File: src/rtl/core/assert_macros.svh
// ----------------------------------------------------------------------------
// assert_macros.svh
// Concurrent assertion macros shared by the RTL; empty when synthesizing.
// ----------------------------------------------------------------------------
`ifndef ASSERT_MACROS_SVH
`define ASSERT_MACROS_SVH
`ifndef SYNTHESIS
`define DHC_ASSERT(label, clk, rst, expr) \
  label: assert property (@(posedge clk) disable iff (rst) (expr)) \
    else $error("dhc assertion failed");
`define DHC_ASSERT_IMP(label, clk, rst, ante, cons) \
  label: assert property (@(posedge clk) disable iff (rst) (ante) |-> (cons)) \
    else $error("dhc implication failed");
`else
`define DHC_ASSERT(label, clk, rst, expr)
`define DHC_ASSERT_IMP(label, clk, rst, ante, cons)
`endif
`endif

File: src/rtl/core/dhc_pkg.sv
// ----------------------------------------------------------------------------
// dhc_pkg
// Types, constants and the ramp rounding function of the hue colormap.
// ----------------------------------------------------------------------------
`default_nettype none

package dhc_pkg;

  localparam int LEVEL_W    = 13;
  localparam int HUE_MOD_W  = 9;
  localparam int CHAN_W     = 8;
  localparam int RAMP_W     = 6;
  localparam int SECTOR_DEG = 60;
  localparam int HUE_WRAP   = 360;
  localparam int FULL_SCALE = 255;
  localparam int HUE_SPAN   = 240;
  localparam int LEVELS_RST = 64;

  // Control and partial results carried from cell to cell.
  typedef struct packed {
    logic                 valid;
    logic                 clamped;
    logic [LEVEL_W-1:0]   rem;
    logic [HUE_MOD_W-1:0] hmod;
  } dhc_cell_t;

  // round(255 * k / 60) = round(17 * k / 4), ties to even; k in 0..60.
  function automatic logic [CHAN_W-1:0] ramp(input logic [RAMP_W-1:0] k);
    logic [RAMP_W+3:0] n;
    logic [CHAN_W-1:0] q;
    n = {k, 4'b0000} + {4'b0000, k};
    q = n[RAMP_W+3:2];
    if ((n[1:0] == 2'd3) || ((n[1:0] == 2'd2) && q[0])) begin
      q = q + 8'd1;
    end
    return q;
  endfunction

endpackage

`default_nettype wire

File: src/rtl/core/dhc_if.sv
// ----------------------------------------------------------------------------
// dhc_if
// Valid/ready channels: disparity samples in, colored pixels out.
// ----------------------------------------------------------------------------
`default_nettype none

interface dhc_disp_if #(
  parameter int DISPARITY_WIDTH = 16
);
  logic                              valid;
  logic                              ready;
  logic signed [DISPARITY_WIDTH-1:0] disparity;

  modport source (output valid, output disparity, input ready);
  modport sink   (input valid, input disparity, output ready);
endinterface

interface dhc_pix_if;
  logic                       valid;
  logic                       ready;
  logic [dhc_pkg::CHAN_W-1:0] blue;
  logic [dhc_pkg::CHAN_W-1:0] green;
  logic [dhc_pkg::CHAN_W-1:0] red;
  logic                       hue_clamped;

  modport source (output valid, output blue, output green, output red,
                  output hue_clamped, input ready);
  modport sink   (input valid, input blue, input green, input red,
                  input hue_clamped, output ready);
endinterface

`default_nettype wire

File: src/rtl/core/dhc_div_cell.sv
// ----------------------------------------------------------------------------
// dhc_div_cell
// One restoring-division step: one quotient bit, hue kept modulo 360.
// ----------------------------------------------------------------------------
`default_nettype none

module dhc_div_cell #(
  parameter int NUM_W = 25
) (
  input  wire logic                         clk,
  input  wire logic                         rst,
  input  wire logic                         advance,
  input  wire logic [dhc_pkg::LEVEL_W-1:0]  levels,
  input  wire dhc_pkg::dhc_cell_t           in_cell,
  input  wire logic [NUM_W-1:0]             in_num,
  output      dhc_pkg::dhc_cell_t           out_cell,
  output      logic [NUM_W-1:0]             out_num
);

  logic [dhc_pkg::LEVEL_W:0]     trial;
  logic [dhc_pkg::LEVEL_W:0]     lev_ext;
  logic [dhc_pkg::LEVEL_W:0]     diff;
  logic                          qbit;
  logic [dhc_pkg::HUE_MOD_W:0]   hm2;
  dhc_pkg::dhc_cell_t            cell_next;

  always_comb begin
    // Shift in the next numerator bit, subtract the divisor if it fits.
    trial   = {in_cell.rem, in_num[NUM_W-1]};
    lev_ext = {1'b0, levels};
    diff    = trial - lev_ext;
    qbit    = (trial >= lev_ext);
    // Quotient so far, reduced modulo the hue circle.
    hm2     = {in_cell.hmod, qbit};
    cell_next.valid   = in_cell.valid;
    cell_next.clamped = in_cell.clamped;
    cell_next.rem     = qbit ? diff[dhc_pkg::LEVEL_W-1:0] : trial[dhc_pkg::LEVEL_W-1:0];
    if (hm2 >= (dhc_pkg::HUE_MOD_W+1)'(dhc_pkg::HUE_WRAP)) begin
      cell_next.hmod = dhc_pkg::HUE_MOD_W'(hm2 - (dhc_pkg::HUE_MOD_W+1)'(dhc_pkg::HUE_WRAP));
    end else begin
      cell_next.hmod = hm2[dhc_pkg::HUE_MOD_W-1:0];
    end
  end

  always_ff @(posedge clk) begin
    if (rst) begin
      out_cell.valid <= 1'b0;
    end else if (advance) begin
      out_cell.valid <= cell_next.valid;
    end
  end

  always_ff @(posedge clk) begin
    if (advance) begin
      out_cell.clamped <= cell_next.clamped;
      out_cell.rem     <= cell_next.rem;
      out_cell.hmod    <= cell_next.hmod;
      out_num          <= {in_num[NUM_W-2:0], 1'b0};
    end
  end

endmodule

`default_nettype wire

File: src/rtl/core/dhc_shade.sv
// ----------------------------------------------------------------------------
// dhc_shade
// Map a hue in 0..359 to a fully saturated BGR pixel.
// ----------------------------------------------------------------------------
`default_nettype none

module dhc_shade (
  input  wire logic [dhc_pkg::HUE_MOD_W-1:0] hmod,
  output      logic [dhc_pkg::CHAN_W-1:0]    blue,
  output      logic [dhc_pkg::CHAN_W-1:0]    green,
  output      logic [dhc_pkg::CHAN_W-1:0]    red
);

  typedef enum logic [2:0] {
    SEC_RED_YEL,
    SEC_YEL_GRN,
    SEC_GRN_CYN,
    SEC_CYN_BLU,
    SEC_BLU_MAG,
    SEC_MAG_RED
  } sector_t;

  localparam logic [dhc_pkg::HUE_MOD_W-1:0] DEG = dhc_pkg::HUE_MOD_W'(dhc_pkg::SECTOR_DEG);
  localparam logic [dhc_pkg::HUE_MOD_W-1:0] DEG2 =
    dhc_pkg::HUE_MOD_W'(2 * dhc_pkg::SECTOR_DEG);
  localparam logic [dhc_pkg::HUE_MOD_W-1:0] DEG3 =
    dhc_pkg::HUE_MOD_W'(3 * dhc_pkg::SECTOR_DEG);
  localparam logic [dhc_pkg::HUE_MOD_W-1:0] DEG4 =
    dhc_pkg::HUE_MOD_W'(4 * dhc_pkg::SECTOR_DEG);
  localparam logic [dhc_pkg::HUE_MOD_W-1:0] DEG5 =
    dhc_pkg::HUE_MOD_W'(5 * dhc_pkg::SECTOR_DEG);
  localparam logic [dhc_pkg::CHAN_W-1:0]    MAX = dhc_pkg::CHAN_W'(dhc_pkg::FULL_SCALE);
  localparam logic [dhc_pkg::CHAN_W-1:0]    MIN = '0;

  sector_t                         sector;
  logic [dhc_pkg::HUE_MOD_W-1:0]   base;
  logic [dhc_pkg::HUE_MOD_W-1:0]   rest_w;
  logic [dhc_pkg::RAMP_W-1:0]      rest;
  logic [dhc_pkg::CHAN_W-1:0]      t_ramp;
  logic [dhc_pkg::CHAN_W-1:0]      q_ramp;

  always_comb begin
    if (hmod >= DEG5) begin
      sector = SEC_MAG_RED;
      base   = DEG5;
    end else if (hmod >= DEG4) begin
      sector = SEC_BLU_MAG;
      base   = DEG4;
    end else if (hmod >= DEG3) begin
      sector = SEC_CYN_BLU;
      base   = DEG3;
    end else if (hmod >= DEG2) begin
      sector = SEC_GRN_CYN;
      base   = DEG2;
    end else if (hmod >= DEG) begin
      sector = SEC_YEL_GRN;
      base   = DEG;
    end else begin
      sector = SEC_RED_YEL;
      base   = '0;
    end
    rest_w = hmod - base;
    rest   = rest_w[dhc_pkg::RAMP_W-1:0];
    t_ramp = dhc_pkg::ramp(rest);
    q_ramp = dhc_pkg::ramp(dhc_pkg::RAMP_W'(dhc_pkg::SECTOR_DEG) - rest);

    unique case (sector)
      SEC_RED_YEL: begin blue = MIN;    green = t_ramp; red = MAX;    end
      SEC_YEL_GRN: begin blue = MIN;    green = MAX;    red = q_ramp; end
      SEC_GRN_CYN: begin blue = t_ramp; green = MAX;    red = MIN;    end
      SEC_CYN_BLU: begin blue = MAX;    green = q_ramp; red = MIN;    end
      SEC_BLU_MAG: begin blue = MAX;    green = MIN;    red = t_ramp; end
      default:     begin blue = q_ramp; green = MIN;    red = MAX;    end
    endcase
  end

endmodule

`default_nettype wire

File: src/rtl/core/disparity_hue_colormap.sv
// Registered path: stage 0, stage 1, the NUM_W division cells and the output
//   register, where NUM_W = max(DISPARITY_WIDTH, 13) + 9.
// Throughput: one transaction per cycle; the whole pipeline holds while an
//   output result is stalled.
// Reset clears every stage valid bit and sets num_levels to 64.
// ----------------------------------------------------------------------------
// disparity_hue_colormap
// Color-code signed disparity samples on a hue ramp from blue (far) to red
// (near) using a pipelined chain of restoring-division cells.
// ----------------------------------------------------------------------------
`default_nettype none
`include "assert_macros.svh"

module disparity_hue_colormap #(
  parameter int DISPARITY_WIDTH = 16
) (
  input  wire logic                          clk,
  input  wire logic                          rst,
  input  wire logic                          cfg_wen,
  input  wire logic [dhc_pkg::LEVEL_W-1:0]   cfg_wdata,
  dhc_disp_if.sink                           disp,
  dhc_pix_if.source                          pix
);

  // Signed width of num_levels - disparity, its magnitude, and the
  // numerator (magnitude * 240). One division cell per numerator bit.
  localparam int DIFF_W = ((DISPARITY_WIDTH > dhc_pkg::LEVEL_W) ?
                           DISPARITY_WIDTH : dhc_pkg::LEVEL_W) + 2;
  localparam int MAG_W  = DIFF_W - 1;
  localparam int NUM_W  = MAG_W + 8;

  // Effective divisor: a written zero is treated as one.
  logic [dhc_pkg::LEVEL_W-1:0] levels;

  logic                        advance;

  // Stage 0: difference and clamp.
  logic signed [DIFF_W-1:0]    lev_s;
  logic signed [DIFF_W-1:0]    disp_s;
  logic signed [DIFF_W-1:0]    diff;
  logic                        s0_valid;
  logic                        s0_clamp;
  logic [MAG_W-1:0]            s0_mag;

  // Stage 1: numerator.
  logic                        s1_valid;
  logic                        s1_clamp;
  logic [NUM_W-1:0]            s1_num;
  logic [NUM_W-1:0]            num_next;

  // Division chain.
  dhc_pkg::dhc_cell_t          chain_cell [0:NUM_W];
  logic [NUM_W-1:0]            chain_num  [0:NUM_W];

  // Output register.
  logic                        out_valid;
  logic                        out_clamp;
  logic [dhc_pkg::CHAN_W-1:0]  out_blue;
  logic [dhc_pkg::CHAN_W-1:0]  out_green;
  logic [dhc_pkg::CHAN_W-1:0]  out_red;
  logic [dhc_pkg::CHAN_W-1:0]  shade_blue;
  logic [dhc_pkg::CHAN_W-1:0]  shade_green;
  logic [dhc_pkg::CHAN_W-1:0]  shade_red;

  // Advance every stage together unless a finished pixel is held.
  assign advance    = !out_valid || pix.ready;
  assign disp.ready = advance;

  // Configuration register; write only while no transaction is in flight.
  always_ff @(posedge clk) begin
    if (rst) begin
      levels <= dhc_pkg::LEVEL_W'(dhc_pkg::LEVELS_RST);
    end else if (cfg_wen) begin
      levels <= (cfg_wdata == '0) ? dhc_pkg::LEVEL_W'(1) : cfg_wdata;
    end
  end

  // Form num_levels - disparity; a negative difference clamps hue to zero.
  always_comb begin
    lev_s  = DIFF_W'(signed'({1'b0, levels}));
    disp_s = DIFF_W'(disp.disparity);
    diff   = lev_s - disp_s;
    // Multiply by 240 as (x << 8) - (x << 4).
    num_next = {s0_mag, 8'd0} - {4'd0, s0_mag, 4'd0};
  end

  always_ff @(posedge clk) begin
    if (rst) begin
      s0_valid  <= 1'b0;
      s1_valid  <= 1'b0;
    end else if (advance) begin
      s0_valid  <= disp.valid;
      s1_valid  <= s0_valid;
    end
  end

  always_ff @(posedge clk) begin
    if (advance) begin
      s0_clamp <= diff[DIFF_W-1];
      s0_mag   <= diff[DIFF_W-1] ? '0 : diff[MAG_W-1:0];
      s1_clamp <= s0_clamp;
      s1_num   <= num_next;
    end
  end

  // Seed the chain: empty remainder, zero quotient.
  always_comb begin
    chain_cell[0].valid   = s1_valid;
    chain_cell[0].clamped = s1_clamp;
    chain_cell[0].rem     = '0;
    chain_cell[0].hmod    = '0;
    chain_num[0]          = s1_num;
  end

  // One quotient bit per cell, most significant first.
  for (genvar i = 0; i < NUM_W; i++) begin : g_cell
    dhc_div_cell #(
      .NUM_W (NUM_W)
    ) u_cell (
      .clk      (clk),
      .rst      (rst),
      .advance  (advance),
      .levels   (levels),
      .in_cell  (chain_cell[i]),
      .in_num   (chain_num[i]),
      .out_cell (chain_cell[i+1]),
      .out_num  (chain_num[i+1])
    );
  end

  // Hue modulo 360 leaves the chain; turn it into a color.
  dhc_shade u_shade (
    .hmod  (chain_cell[NUM_W].hmod),
    .blue  (shade_blue),
    .green (shade_green),
    .red   (shade_red)
  );

  always_ff @(posedge clk) begin
    if (rst) begin
      out_valid <= 1'b0;
    end else if (advance) begin
      out_valid <= chain_cell[NUM_W].valid;
    end
  end

  always_ff @(posedge clk) begin
    if (advance) begin
      out_clamp <= chain_cell[NUM_W].clamped;
      out_blue  <= shade_blue;
      out_green <= shade_green;
      out_red   <= shade_red;
    end
  end

  assign pix.valid       = out_valid;
  assign pix.blue        = out_blue;
  assign pix.green       = out_green;
  assign pix.red         = out_red;
  assign pix.hue_clamped = out_clamp;

  // A clamped hue must come out pure red.
  `DHC_ASSERT_IMP(a_clamp_red, clk, rst, out_valid && out_clamp,
    (out_blue == '0) && (out_green == '0) && (out_red == 8'd255))
  // Full value: some channel is always at full scale.
  `DHC_ASSERT_IMP(a_full_value, clk, rst, out_valid,
    (out_blue == 8'd255) || (out_green == 8'd255) || (out_red == 8'd255))
  // Full saturation: some channel is always zero.
  `DHC_ASSERT_IMP(a_full_sat, clk, rst, out_valid,
    (out_blue == '0) || (out_green == '0) || (out_red == '0))
  // The divisor can never be zero.
  `DHC_ASSERT(a_levels_nonzero, clk, rst, levels != '0)

endmodule

`default_nettype wire

File: src/flat_wrapper.sv
// flat-port wrapper written by rule: the top's interface ports become plain ports
module disparity_hue_colormap_flat 
#(
  parameter int DISPARITY_WIDTH = 16
)
  (clk, rst, cfg_wen, cfg_wdata, disp_valid, disp_disparity, disp_ready, pix_valid, pix_blue, pix_green, pix_red, pix_hue_clamped, pix_ready);
  dhc_disp_if #(.DISPARITY_WIDTH(DISPARITY_WIDTH)) disp_i ();
  dhc_pix_if pix_i ();
  input  wire logic clk;
  input  wire logic rst;
  input  wire logic cfg_wen;
  input  wire logic [dhc_pkg::LEVEL_W-1:0] cfg_wdata;
  input wire logic [$bits(disp_i.valid)-1:0] disp_valid;
  input wire logic [$bits(disp_i.disparity)-1:0] disp_disparity;
  output wire logic [$bits(disp_i.ready)-1:0] disp_ready;
  output wire logic [$bits(pix_i.valid)-1:0] pix_valid;
  output wire logic [$bits(pix_i.blue)-1:0] pix_blue;
  output wire logic [$bits(pix_i.green)-1:0] pix_green;
  output wire logic [$bits(pix_i.red)-1:0] pix_red;
  output wire logic [$bits(pix_i.hue_clamped)-1:0] pix_hue_clamped;
  input wire logic [$bits(pix_i.ready)-1:0] pix_ready;
  assign disp_i.valid = disp_valid;
  assign disp_i.disparity = disp_disparity;
  assign disp_ready = disp_i.ready;
  assign pix_valid = pix_i.valid;
  assign pix_blue = pix_i.blue;
  assign pix_green = pix_i.green;
  assign pix_red = pix_i.red;
  assign pix_hue_clamped = pix_i.hue_clamped;
  assign pix_i.ready = pix_ready;
  disparity_hue_colormap #(.DISPARITY_WIDTH(DISPARITY_WIDTH)) u_core (.clk(clk), .rst(rst), .cfg_wen(cfg_wen), .cfg_wdata(cfg_wdata), .disp(disp_i), .pix(pix_i));
endmodule
File: config.mk
export PLATFORM = sky130hd
export DESIGN_NAME = disparity_hue_colormap_flat
export DESIGN_NICKNAME = d
export VERILOG_FILES = /design/src/rtl/core/dhc_pkg.sv /design/src/rtl/core/dhc_if.sv /design/src/rtl/core/dhc_div_cell.sv /design/src/rtl/core/dhc_shade.sv /design/src/rtl/core/disparity_hue_colormap.sv /design/src/flat_wrapper.sv
export VERILOG_INCLUDE_DIRS = /design/src /design/src/rtl/core
export SDC_FILE = /design/constraint.sdc
export NUM_CORES = 2
export LEC_CHECK = 0
export BUFFER_PORTS_ARGS = -buffer_cell sky130_fd_sc_hd__buf_2
export CAP_MARGIN = 20
export CELL_PAD_IN_SITES_DETAIL_PLACEMENT = 1
export CELL_PAD_IN_SITES_GLOBAL_PLACEMENT = 2
export CORE_ASPECT_RATIO = 1.4
export CORE_MARGIN = 4
export CORE_UTILIZATION = 48
export DETAILED_ROUTE_END_ITERATION = 8
export PLACE_DENSITY = 0.88
export SKIP_CTS_REPAIR_TIMING = 1
export SLEW_MARGIN = 15
export SYNTH_ARGS = -nofsm -noshare
export SYNTH_HDL_FRONTEND = slang
export SYNTH_SLANG_ARGS = --single-unit
export TNS_END_PERCENT = 5
File: constraint.sdc
create_clock -name clk -period 53.4 [get_ports clk]
set_clock_uncertainty 0.1 [all_clocks]
set_input_delay 10.68 -clock clk [delete_from_list [all_inputs] [get_ports clk]]
set_output_delay 10.68 -clock clk [all_outputs]
set_load 0.1 [all_outputs]
==> flow_metrics.env <==
export IMPL_start_util_pct=48.59
export IMPL_drt_wl_total_mm=115.4
export IMPL_rows=135
export IMPL_yosysWarnings=0
export IMPL_maxSlewViolCount=0
export IMPL_vias=32550
export IMPL_wire_per_inst_um=20.51
export IMPL_path_class="input pin to output pin"
export IMPL_multiInputGateArea_mm2=0.02142
export IMPL_syn_nets=4572
export IMPL_ys_ff_latch=842
export IMPL_die_x_um=273.2
export IMPL_htree_levels=3
export IMPL_wl_met3_mm=3.188
export IMPL_clkSlewWorstSetupHoldPaths_ns=0.06
export IMPL_critPathMaxFanout=116
export IMPL_cts_tree="done"
export IMPL_fillers=10270
export IMPL_syn_area_per_cell_um2=11.42
export IMPL_drc=0
export IMPL_die_h_um=379.3
export IMPL_reg2reg_depth=21
export IMPL_timing_final_hold_violations=0
export IMPL_cp_start_kind="input pin"
export IMPL_grt_first_pass_wirelength_mm=183.7
export IMPL_drt_iter0_drc=1676
export IMPL_synthFlopType="edfxtp_1"
export IMPL_required_ns=42.62
export IMPL_nNetsFinal=4692
export IMPL_period_minus_slack_ns=22.99
export IMPL_area_growth_pct=10.17
export IMPL_setup_viol=0
export IMPL_crit_slowest_cell="inv_8"
export IMPL_status="finished, final reports clean"
export IMPL_finalWeightedCongestion=0.8157
export IMPL_dpl_hpwl_mm=79.05
export IMPL_grt_overflow=0
export IMPL_fin_hold_ws_ns=0.3120
export IMPL_cts_buffer_depth=3
export IMPL_m1WireLength_mm=45.92
export IMPL_layout_commonest_cell="edfxtp_1"
export IMPL_worst_pin_slew_ns=1.026
export IMPL_cpMostUsedCell="buf_2"
export IMPL_crit_chain="buf_2 > nor2b_2 > buf_4 > inv_8 > buf_2"
export IMPL_antenna_found_initial=0
export IMPL_rsz0062_at_grt="no"
export IMPL_top_layer="met4"
export IMPL_synthArstFlopShare_pct=0
export IMPL_power_total_uw=3836
export IMPL_cts_buffers=86
export IMPL_cp_arrival_ns=12.21
export IMPL_synth_area_mm2=0.04727
export IMPL_max_stage_delay_ns=0.58
export IMPL_first_pass_iters=5
export IMPL_hold_depth=0
export IMPL_yosysSeqAreaShare_pct=52.62
export IMPL_finalSetupTns_ns=0
export IMPL_synth_enable_flop_cells=801
export IMPL_syn_inst=4139
export IMPL_dieArea_mm2=0.1036
export IMPL_ant_nets=0
export IMPL_cp_end_kind="output pin"
export IMPL_leakage_uw=0.02027
export IMPL_hold_path_class="flop to flop"
export IMPL_power_ir_vdd_worst_uv=61.06
export IMPL_diodes=0
export IMPL_layout_common_cells="edfxtp_1, ha_1, nand2_1"
export IMPL_drive_gt1_share_pct=7.788
export IMPL_grt_pass1_vias=34630
export IMPL_finalCritPeriodShare_pct=43.05
export IMPL_grt_usage_pct=22.18
export IMPL_max_cap_violations=0
export IMPL_wl_met2_mm=62.28
export IMPL_cts_root_buf="clkbuf_16"
export IMPL_port_buffers=60
export IMPL_max_freq_mhz=43.50
export IMPL_ios=61
export IMPL_grt_max_degree=173
export IMPL_core_area_mm2=0.09729
export IMPL_synth_cell_types=88
export IMPL_clk_latency_ns=0.69
export IMPL_seqCellArea_mm2=0.02488
export IMPL_cts_sinks=842
export IMPL_slew_headroom_pct=31.57
export IMPL_pwr_density_cell_mw_per_mm2=73.65
export IMPL_avgViaCountPerCell=5.783
==> metal layers <==
layer | up-vias | GRT usage [%]
met3 | 235 | 2.460
li1 | 15720 | -
met5 | - | 0
met1 | 16130 | 25.29
met2 | 459 | 42.51
met4 | 0 | 8.242
==> critical path: cells and delay by family <==
| kind | cells | cell delay [ns] |
|---|---|---|
| simple gates | 1 | 0.03 |
| buf+inv | 4 | 1.45 |
==> through the flow <==
step | instance area, um2 | setup WS [ns] | std cells | util (%)
6_report | 52080 | 30.41 | 5628 | 53.53
5_1_grt | 52080 | 30.30 | 5628 | 53.53
4_1_cts | 51990 | 30.39 | 5624 | 53.44
3_5_place_dp | 49220 | 30.39 | 5468 | 50.59
3_3_place_gp | 49220 | 30.39 | 5468 | 50.59
2_1_floorplan | 47270 | 9.326 | 4139 | -
==> cells by family (layout without fill, tap and decap cells) <==
| kind of cell | Yosys count | in the layout | share of synthesized area (%) |
|---|---|---|---|
| adder cells (fa/ha/maj) | 399 | 399 | 10.99 |
| AND/OR/NAND/NOR | 1142 | 1142 | 11.40 |
| flip-flops | 842 | 842 | 52.62 |
| XOR/XNOR | 307 | 307 | 5.704 |
| buffers and inverters | 259 | 447 | 2.101 |
| AO/OA/AOI/OAI | 1038 | 1038 | 13.70 |
| other | 1 | 1 | 0.007932 |
| multiplexers | 151 | 151 | 3.486 |
==> Yosys cell counts, types with 27 or more instances <==
cell type | count | share of area (%)
nor2b_1 | 62 | 0.82
o21ai_0 | 290 | 3.1
nand3_1 | 59 | 0.62
nand2_1 | 365 | 2.9
a211oi_1 | 32 | 0.51
mux2_2 | 64 | 1.5
nand4_1 | 59 | 0.78
dfxtp_1 | 41 | 1.7
o211ai_1 | 32 | 0.51
a31oi_1 | 41 | 0.54
o31ai_1 | 34 | 0.54
mux2_1 | 37 | 0.88
o21bai_1 | 28 | 0.44
ha_1 | 372 | 9.8
nor3_1 | 50 | 0.53
clkbuf_1 | 42 | 0.33
edfxtp_1 | 801 | 51
o21a_1 | 65 | 1.0
xnor2_1 | 174 | 3.2
a21o_1 | 48 | 0.76
fa_1 | 27 | 1.1
inv_1 | 193 | 1.5
nor2_1 | 330 | 2.6
xor2_1 | 132 | 2.4
nand2b_1 | 82 | 1.1
a21oi_1 | 289 | 3.1
mux2i_1 | 48 | 1.0
==> where the power goes <==
group	internal (uW)	switching, uW	leakage [uW]
logic	790	1130	0.0101
registers	1150	159	0.00884
clock network	335	267	0.00134
==> layout make-up <==
class | instances | area share, %
repair buffers | 95 | 1.220
flip-flops and latches | 842 | 47.76
inverters | 196 | 1.427
well taps | 1301 | 3.125
multi-input cells | 3038 | 41.13
clock inverters | 53 | 0.9777
clock buffers | 103 | 4.353
==> worst paths after layout <==
check / from / end / slack [ns]
max: pix_ready / disp_ready / 30.41
min: u_core.g_cell[9].u_cell.out_num[22] / u_core.g_cell[10].u_cell.out_num[23] / 0.31
max reg2reg: u_core.g_cell[24].u_cell.out_cell[5] / u_core.pix.green[6] / 47.74
min reg2reg: u_core.g_cell[9].u_cell.out_num[22] / u_core.g_cell[10].u_cell.out_num[23] / 0.31
==> state kept, by name, indices dropped and copies added, names as in the netlist, 8 cells and up <==
signal	flops
u_core.g_cell.u_cell.out_cell	551
u_core.g_cell.u_cell.out_num	210
u_core.levels	13
u_core.pix.blue	8
u_core.pix.green	8
u_core.pix.red	8
u_core.s0_mag	17
u_core.s1_num	21
Power figures use the tool's default switching activity.
